File: config.mk
export PLATFORM = sky130hd
export DESIGN_NAME = lpfl_ram
export DESIGN_NICKNAME = d
export VERILOG_FILES = /design/src/hdl/lpfl_ram.sv
export SDC_FILE = /design/constraint.sdc
export NUM_CORES = 1
export LEC_CHECK = 0
export BUFFER_PORTS_ARGS = -buffer_cell sky130_fd_sc_hd__buf_2
export CAP_MARGIN = 20
export CORE_ASPECT_RATIO = 1.75
export CORE_UTILIZATION = 42
export CTS_CLUSTER_SIZE = 20
export DETAILED_ROUTE_END_ITERATION = 10
export GPL_ROUTABILITY_DRIVEN = 1
export GPL_TIMING_DRIVEN = 0
export PLACE_DENSITY_LB_ADDON = 0.1
export SLEW_MARGIN = 20
export SYNTH_ARGS = -nofsm -noshare
export SYNTH_HDL_FRONTEND = slang
export SYNTH_SLANG_ARGS = --single-unit
File: constraint.sdc
create_clock -name i_clk -period 2.2 [get_ports i_clk]
set_input_delay 0.11 -clock i_clk [delete_from_list [all_inputs] [get_ports i_clk]]
set_output_delay 0.11 -clock i_clk [all_outputs]
set_load 0.005 [all_outputs]
File: src/hdl/lpfl_ram.sv
// ----------------------------------------------------------------------------
// lpfl_ram
// Simple dual-port RAM: one write port, one read port with registered data.
// ----------------------------------------------------------------------------
module lpfl_ram #(
    parameter int DEPTH  = 64,
    parameter int DATA_W = 10,
    localparam int AW    = (DEPTH > 1) ? $clog2(DEPTH) : 1
) (
    input  logic              i_clk,
    input  logic              i_we,
    input  logic [AW-1:0]     i_waddr,
    input  logic [DATA_W-1:0] i_wdata,
    input  logic [AW-1:0]     i_raddr,
    output logic [DATA_W-1:0] o_rdata
);

    logic [DATA_W-1:0] r_mem [DEPTH];
    logic [DATA_W-1:0] r_rdata;

    always_ff @(posedge i_clk) begin
        if (i_we) begin
            r_mem[i_waddr] <= i_wdata;
        end
        r_rdata <= r_mem[i_raddr];
    end

    assign o_rdata = r_rdata;

endmodule

### After elaboration in Yosys (flattened, before gate mapping)

Memory sizes are Yosys's and may differ from the RTL's. A register that Yosys moved wholly into a read port is not among the register bits.
Cells that the tools add are included.

* output and inout port bits: 10
* logic and storage cells: 3
* memories: 1
* register bits after elaboration: 0
* RAM bits: 640
* input port bits: 24

* mux-type cells: 2

Memories
* r_mem: words 64, width 10, rd ports 1, clocked after memory_dff 1, wr ports 1, RTL line 18 `logic [DATA_W-1:0] r_mem [DEPTH];`

Operators by type and width (count)
* $mux 1: 2

### Logic depth before layout (Yosys ltp)

* depth after elaboration: 2
* gate-level depth with buffers: 9
* gate-level depth less buffers: 5

### Least setup slack after synthesis

OpenSTA, ideal clock, no wires.

* kind: in2reg
* from: in i_raddr[0]
* to: reg r_rdata[2], in the netlist o_rdata[2], read port of r_mem
* required time: 2.078 ns
* library setup time: 0.122 ns
* arrival time: 1.788 ns
* stages: 7
* setup slack: 0.290 ns
* path buffers: 3
* cells stage by stage: buf_6 > buf_4 > buf_2 > mux4_2 > mux2_2 > o31ai_1 > o21ai_1

RTL lines
* start, declared: RTL line 14 `input logic [AW-1:0] i_raddr,`
* end, declared: RTL line 19 `logic [DATA_W-1:0] r_rdata;`

==> flow_metrics.env <==
export IMPL_wl_met3_um=2040
export IMPL_fin_tns_setup_ns=0
export IMPL_area_delta_synth_final_pct=13.7
export IMPL_synthArstFlopShare_pct=0
export IMPL_coreArea_um2=59100
export IMPL_r2r_cells=5
export IMPL_worstMarginPinSlew_ns=1.14
export IMPL_diodes=0
export IMPL_drtPass1Iterations=6
export IMPL_num_rows=118
export IMPL_crit_family="compound AO/OA/AOI/OAI gates"
export IMPL_clkLatencyLatePin_ns=0.61
export IMPL_wl_met1_um=24100
export IMPL_slowest_stage="mux4_2"
export IMPL_end_kind="flip-flop"
export IMPL_combPwrFrac_pct=5.4
export IMPL_synth_seq_cells=650
export IMPL_path_buf_inv=0
export IMPL_setup_viol=0
export IMPL_wl_um=62600
export IMPL_synth_top_area_cell="edfxtp_1"
export IMPL_relSlewSlack_pct=23.9
export IMPL_num_io_pins=34
export IMPL_wl_per_cell_um=30.6
export IMPL_ant_nets=0
export IMPL_rsz0062_at_grt="true"
export IMPL_worstPathArrival_ns=2.63
export IMPL_power_leakage_nw=8.90
export IMPL_grt_antenna_before_repair=0
export IMPL_die_width_um=187
export IMPL_start_util_pct=42.5
export IMPL_drive_above_1_share_pct=30.0
export IMPL_post_cts_setup_buffers=0
export IMPL_synthCells=1118
export IMPL_routabilityCongestion=0.801
export IMPL_syn_area_um2=25100
export IMPL_cap_violations=0
export IMPL_total_power_w=0.0257
export IMPL_cp_start_kind="flip-flop"
export IMPL_ys_flop_type="edfxtp_1"
export IMPL_critPathMaxStageDelay_ns=0.47
export IMPL_drc_errors=0
export IMPL_synth_seq_area_share_pct=77.4
export IMPL_grt_pass1_vias=12300
export IMPL_layout_cells_non_filler=2048
export IMPL_status="finished clean"
export IMPL_fillers=4884
export IMPL_dp_hpwl_um=41100
export IMPL_route_met2_wl_um=34400
export IMPL_cp_depth=5
export IMPL_grt_pass1_wl_um=89300
export IMPL_clk_path_buf_depth=3
export IMPL_cts_tree="yes"
export IMPL_cts_root_buf="clkbuf_16"
export IMPL_dp_cells=1932
export IMPL_final_seq_area_um2=19400
export IMPL_required_ns=2.69
export IMPL_p_clk_share_pct=41.1
export IMPL_power_switching_w=0.00542
export IMPL_syn_num_nets=1142
export IMPL_ir_drop_mv=0.702
export IMPL_worstSetupPathType="reg -> reg"
export IMPL_final_util_pct=48.3
export IMPL_die_h_um=325
export IMPL_vias=11500
export IMPL_hold_depth=1
export IMPL_critPathMaxFanout=1
export IMPL_synth_edf_count=640
export IMPL_die_area_um2=60800
export IMPL_grt_max_degree=65
export IMPL_via_per_inst=5.63
export IMPL_worstPathCellList="mux4_2, mux2_4, a2111oi_4, a221oi_2, a22o_1"
export IMPL_ys_top_cells_by_area="edfxtp_1 77%, mux4_2 14%, mux2i_1 2.1%, nor2_1 1.0%, dfxtp_1 0.80%"
export IMPL_h_tree_depth=2
export IMPL_ys_types=37
export IMPL_routed_top_layer="met4"
export IMPL_switching_share_pct=21.1
export IMPL_multi_input_area_um2=5510
export IMPL_synth_top_area_share_pct=76.6
export IMPL_p_per_area_nw_per_um2=900
export IMPL_period_minus_slack_ns=2.15
export IMPL_maxSlewViolCount=0
export IMPL_grt_ovfl_total=0
export IMPL_fmax_mhz=466
export IMPL_hold_class="in -> reg"
export IMPL_hold_violations=0
export IMPL_clock_skew_ns=0.0180
export IMPL_post_route_period_util_pct=97.5
export IMPL_port_buffer_count=25
export IMPL_grtUsageTotal_pct=20.9
export IMPL_drt_initial_drc_count=848
export IMPL_cts_sinks=650
export IMPL_internal_power_w=0.0203
export IMPL_p_seq_share_pct=53.4
export IMPL_cts_made_buffers=59
export IMPL_fin_nets=1244
export IMPL_clkSlewWorstSetupHoldPaths_ns=0.06
export IMPL_syn_area_per_cell_um2=22.5
export IMPL_yosys_warnings=0
[cell type report]
cell class | count | area share (%)
flip-flops and latches | 650 | 68.1
clock inverters | 39 | 1.26
multi-input cells | 406 | 19.3
clock buffers | 70 | 5.69
plain buffers | 62 | 1.28
repair buffers | 41 | 0.956
well taps | 780 | 3.42
[stage by stage]
step,cell area [µm²],hold slack (ns),setup slack (ns)
2_1_floorplan,25100,0.209,0.290
3_3_place_gp,26200,0.486,-0.977
3_5_place_dp,26300,0.490,-1.02
4_1_cts,28400,0.0432,0.00104
5_1_grt,28500,0.0638,-0.0120
6_report,28500,0.0595,0.0544
[worst paths after layout]
path / startpoint / to / slack, ns
min: i_wdata[8] / r_mem[55][8] / 0.06
max reg2reg: r_mem[36][3] / o_rdata[3] / 0.05
min reg2reg: r_mem[10][5] / o_rdata[5] / 1.05
max: r_mem[36][3] / o_rdata[3] / 0.05
[kinds of logic (layout without fill, tap and decap cells)]
logic type,after synthesis,count (layout),share of synthesized area (%)
AOI/OAI and AO/OA,63,63,2.08
buffers and inverters,62,212,1.34
DFF,650,650,77.4
muxes,224,224,17.0
and+or+nand+nor,119,119,2.18
[cell usage in the layout, fill, tap and decap left out, types with 3 or more instances in the layout]
master / instances
a2111oi_4: 6
a211oi_1: 9
a221oi_2: 6
a22o_1: 6
a22oi_1: 9
and2_1: 4
buf_2: 28
buf_4: 41
bufinv_16: 7
clkbuf_1: 22
clkbuf_16: 63
clkbuf_2: 7
clkinv_1: 17
clkinv_2: 11
clkinvlp_4: 3
dfxtp_1: 10
edfxtp_1: 640
mux2_2: 7
mux2_4: 5
mux2i_1: 52
mux4_2: 160
nand2_1: 8
nand2b_1: 6
nand3_1: 7
nand3b_1: 4
nor2_1: 45
nor2_2: 25
nor2b_1: 12
o211ai_1: 3
o21ai_1: 4
o22ai_1: 15
o31ai_1: 3
[what timing repair did]
item	CTS	global route
pin swaps	2	2
hold buffers	1	0
endpoints found under the hold margin	1	0
endpoints found under the setup margin	10	25
gates resized for setup	20	6
[worst reg2reg max path: cells and delay by family, from the launching register on]
kind	cells	cell delay [ns]
DFF	1	0.37
muxes	2	0.77
AOI/OAI and AO/OA	3	0.89
[Yosys cell counts (5+ instances only)]
| library cell | instances |
|---|---|
| a2111oi_2 | 5 |
| a211oi_1 | 9 |
| a221oi_1 | 5 |
| a22o_1 | 6 |
| a22oi_1 | 9 |
| buf_2 | 16 |
| buf_4 | 15 |
| clkbuf_1 | 25 |
| dfxtp_1 | 10 |
| edfxtp_1 | 640 |
| mux2_2 | 7 |
| mux2_4 | 5 |
| mux2i_1 | 52 |
| mux4_2 | 160 |
| nand2_1 | 8 |
| nand2b_1 | 6 |
| nand3_1 | 7 |
| nor2_1 | 70 |
| nor2b_1 | 12 |
| o22ai_1 | 15 |
[power groups by stage]
stage | Clock [W] | Sequential (W) | Combinational, W
3_5_place_dp | 0 | 0.0140 | 0.00139
4_1_cts | 0.0108 | 0.0137 | 0.00142
6_report | 0.0106 | 0.0137 | 0.00139
2_1_floorplan | 0 | 0.0140 | 0.000733
5_1_grt | 0.0111 | 0.0137 | 0.00147
3_3_place_gp | 0 | 0.0140 | 0.00136
[flip-flops by register name, summed over array words and instances (netlist names)]
| register | flops |
|---|---|
| o_rdata | 10 |
| r_mem | 640 |
[per-layer routing]
| metal | GRT usage (%) | vias up |
|---|---|---|
| li1 | - | 4917 |
| met1 | 24.8 | 6261 |
| met2 | 38.8 | 270 |
| met3 | 2.37 | 89 |
| met4 | 7.34 | 0 |
| met5 | 0 | - |
(Power assumes the default switching activity.)
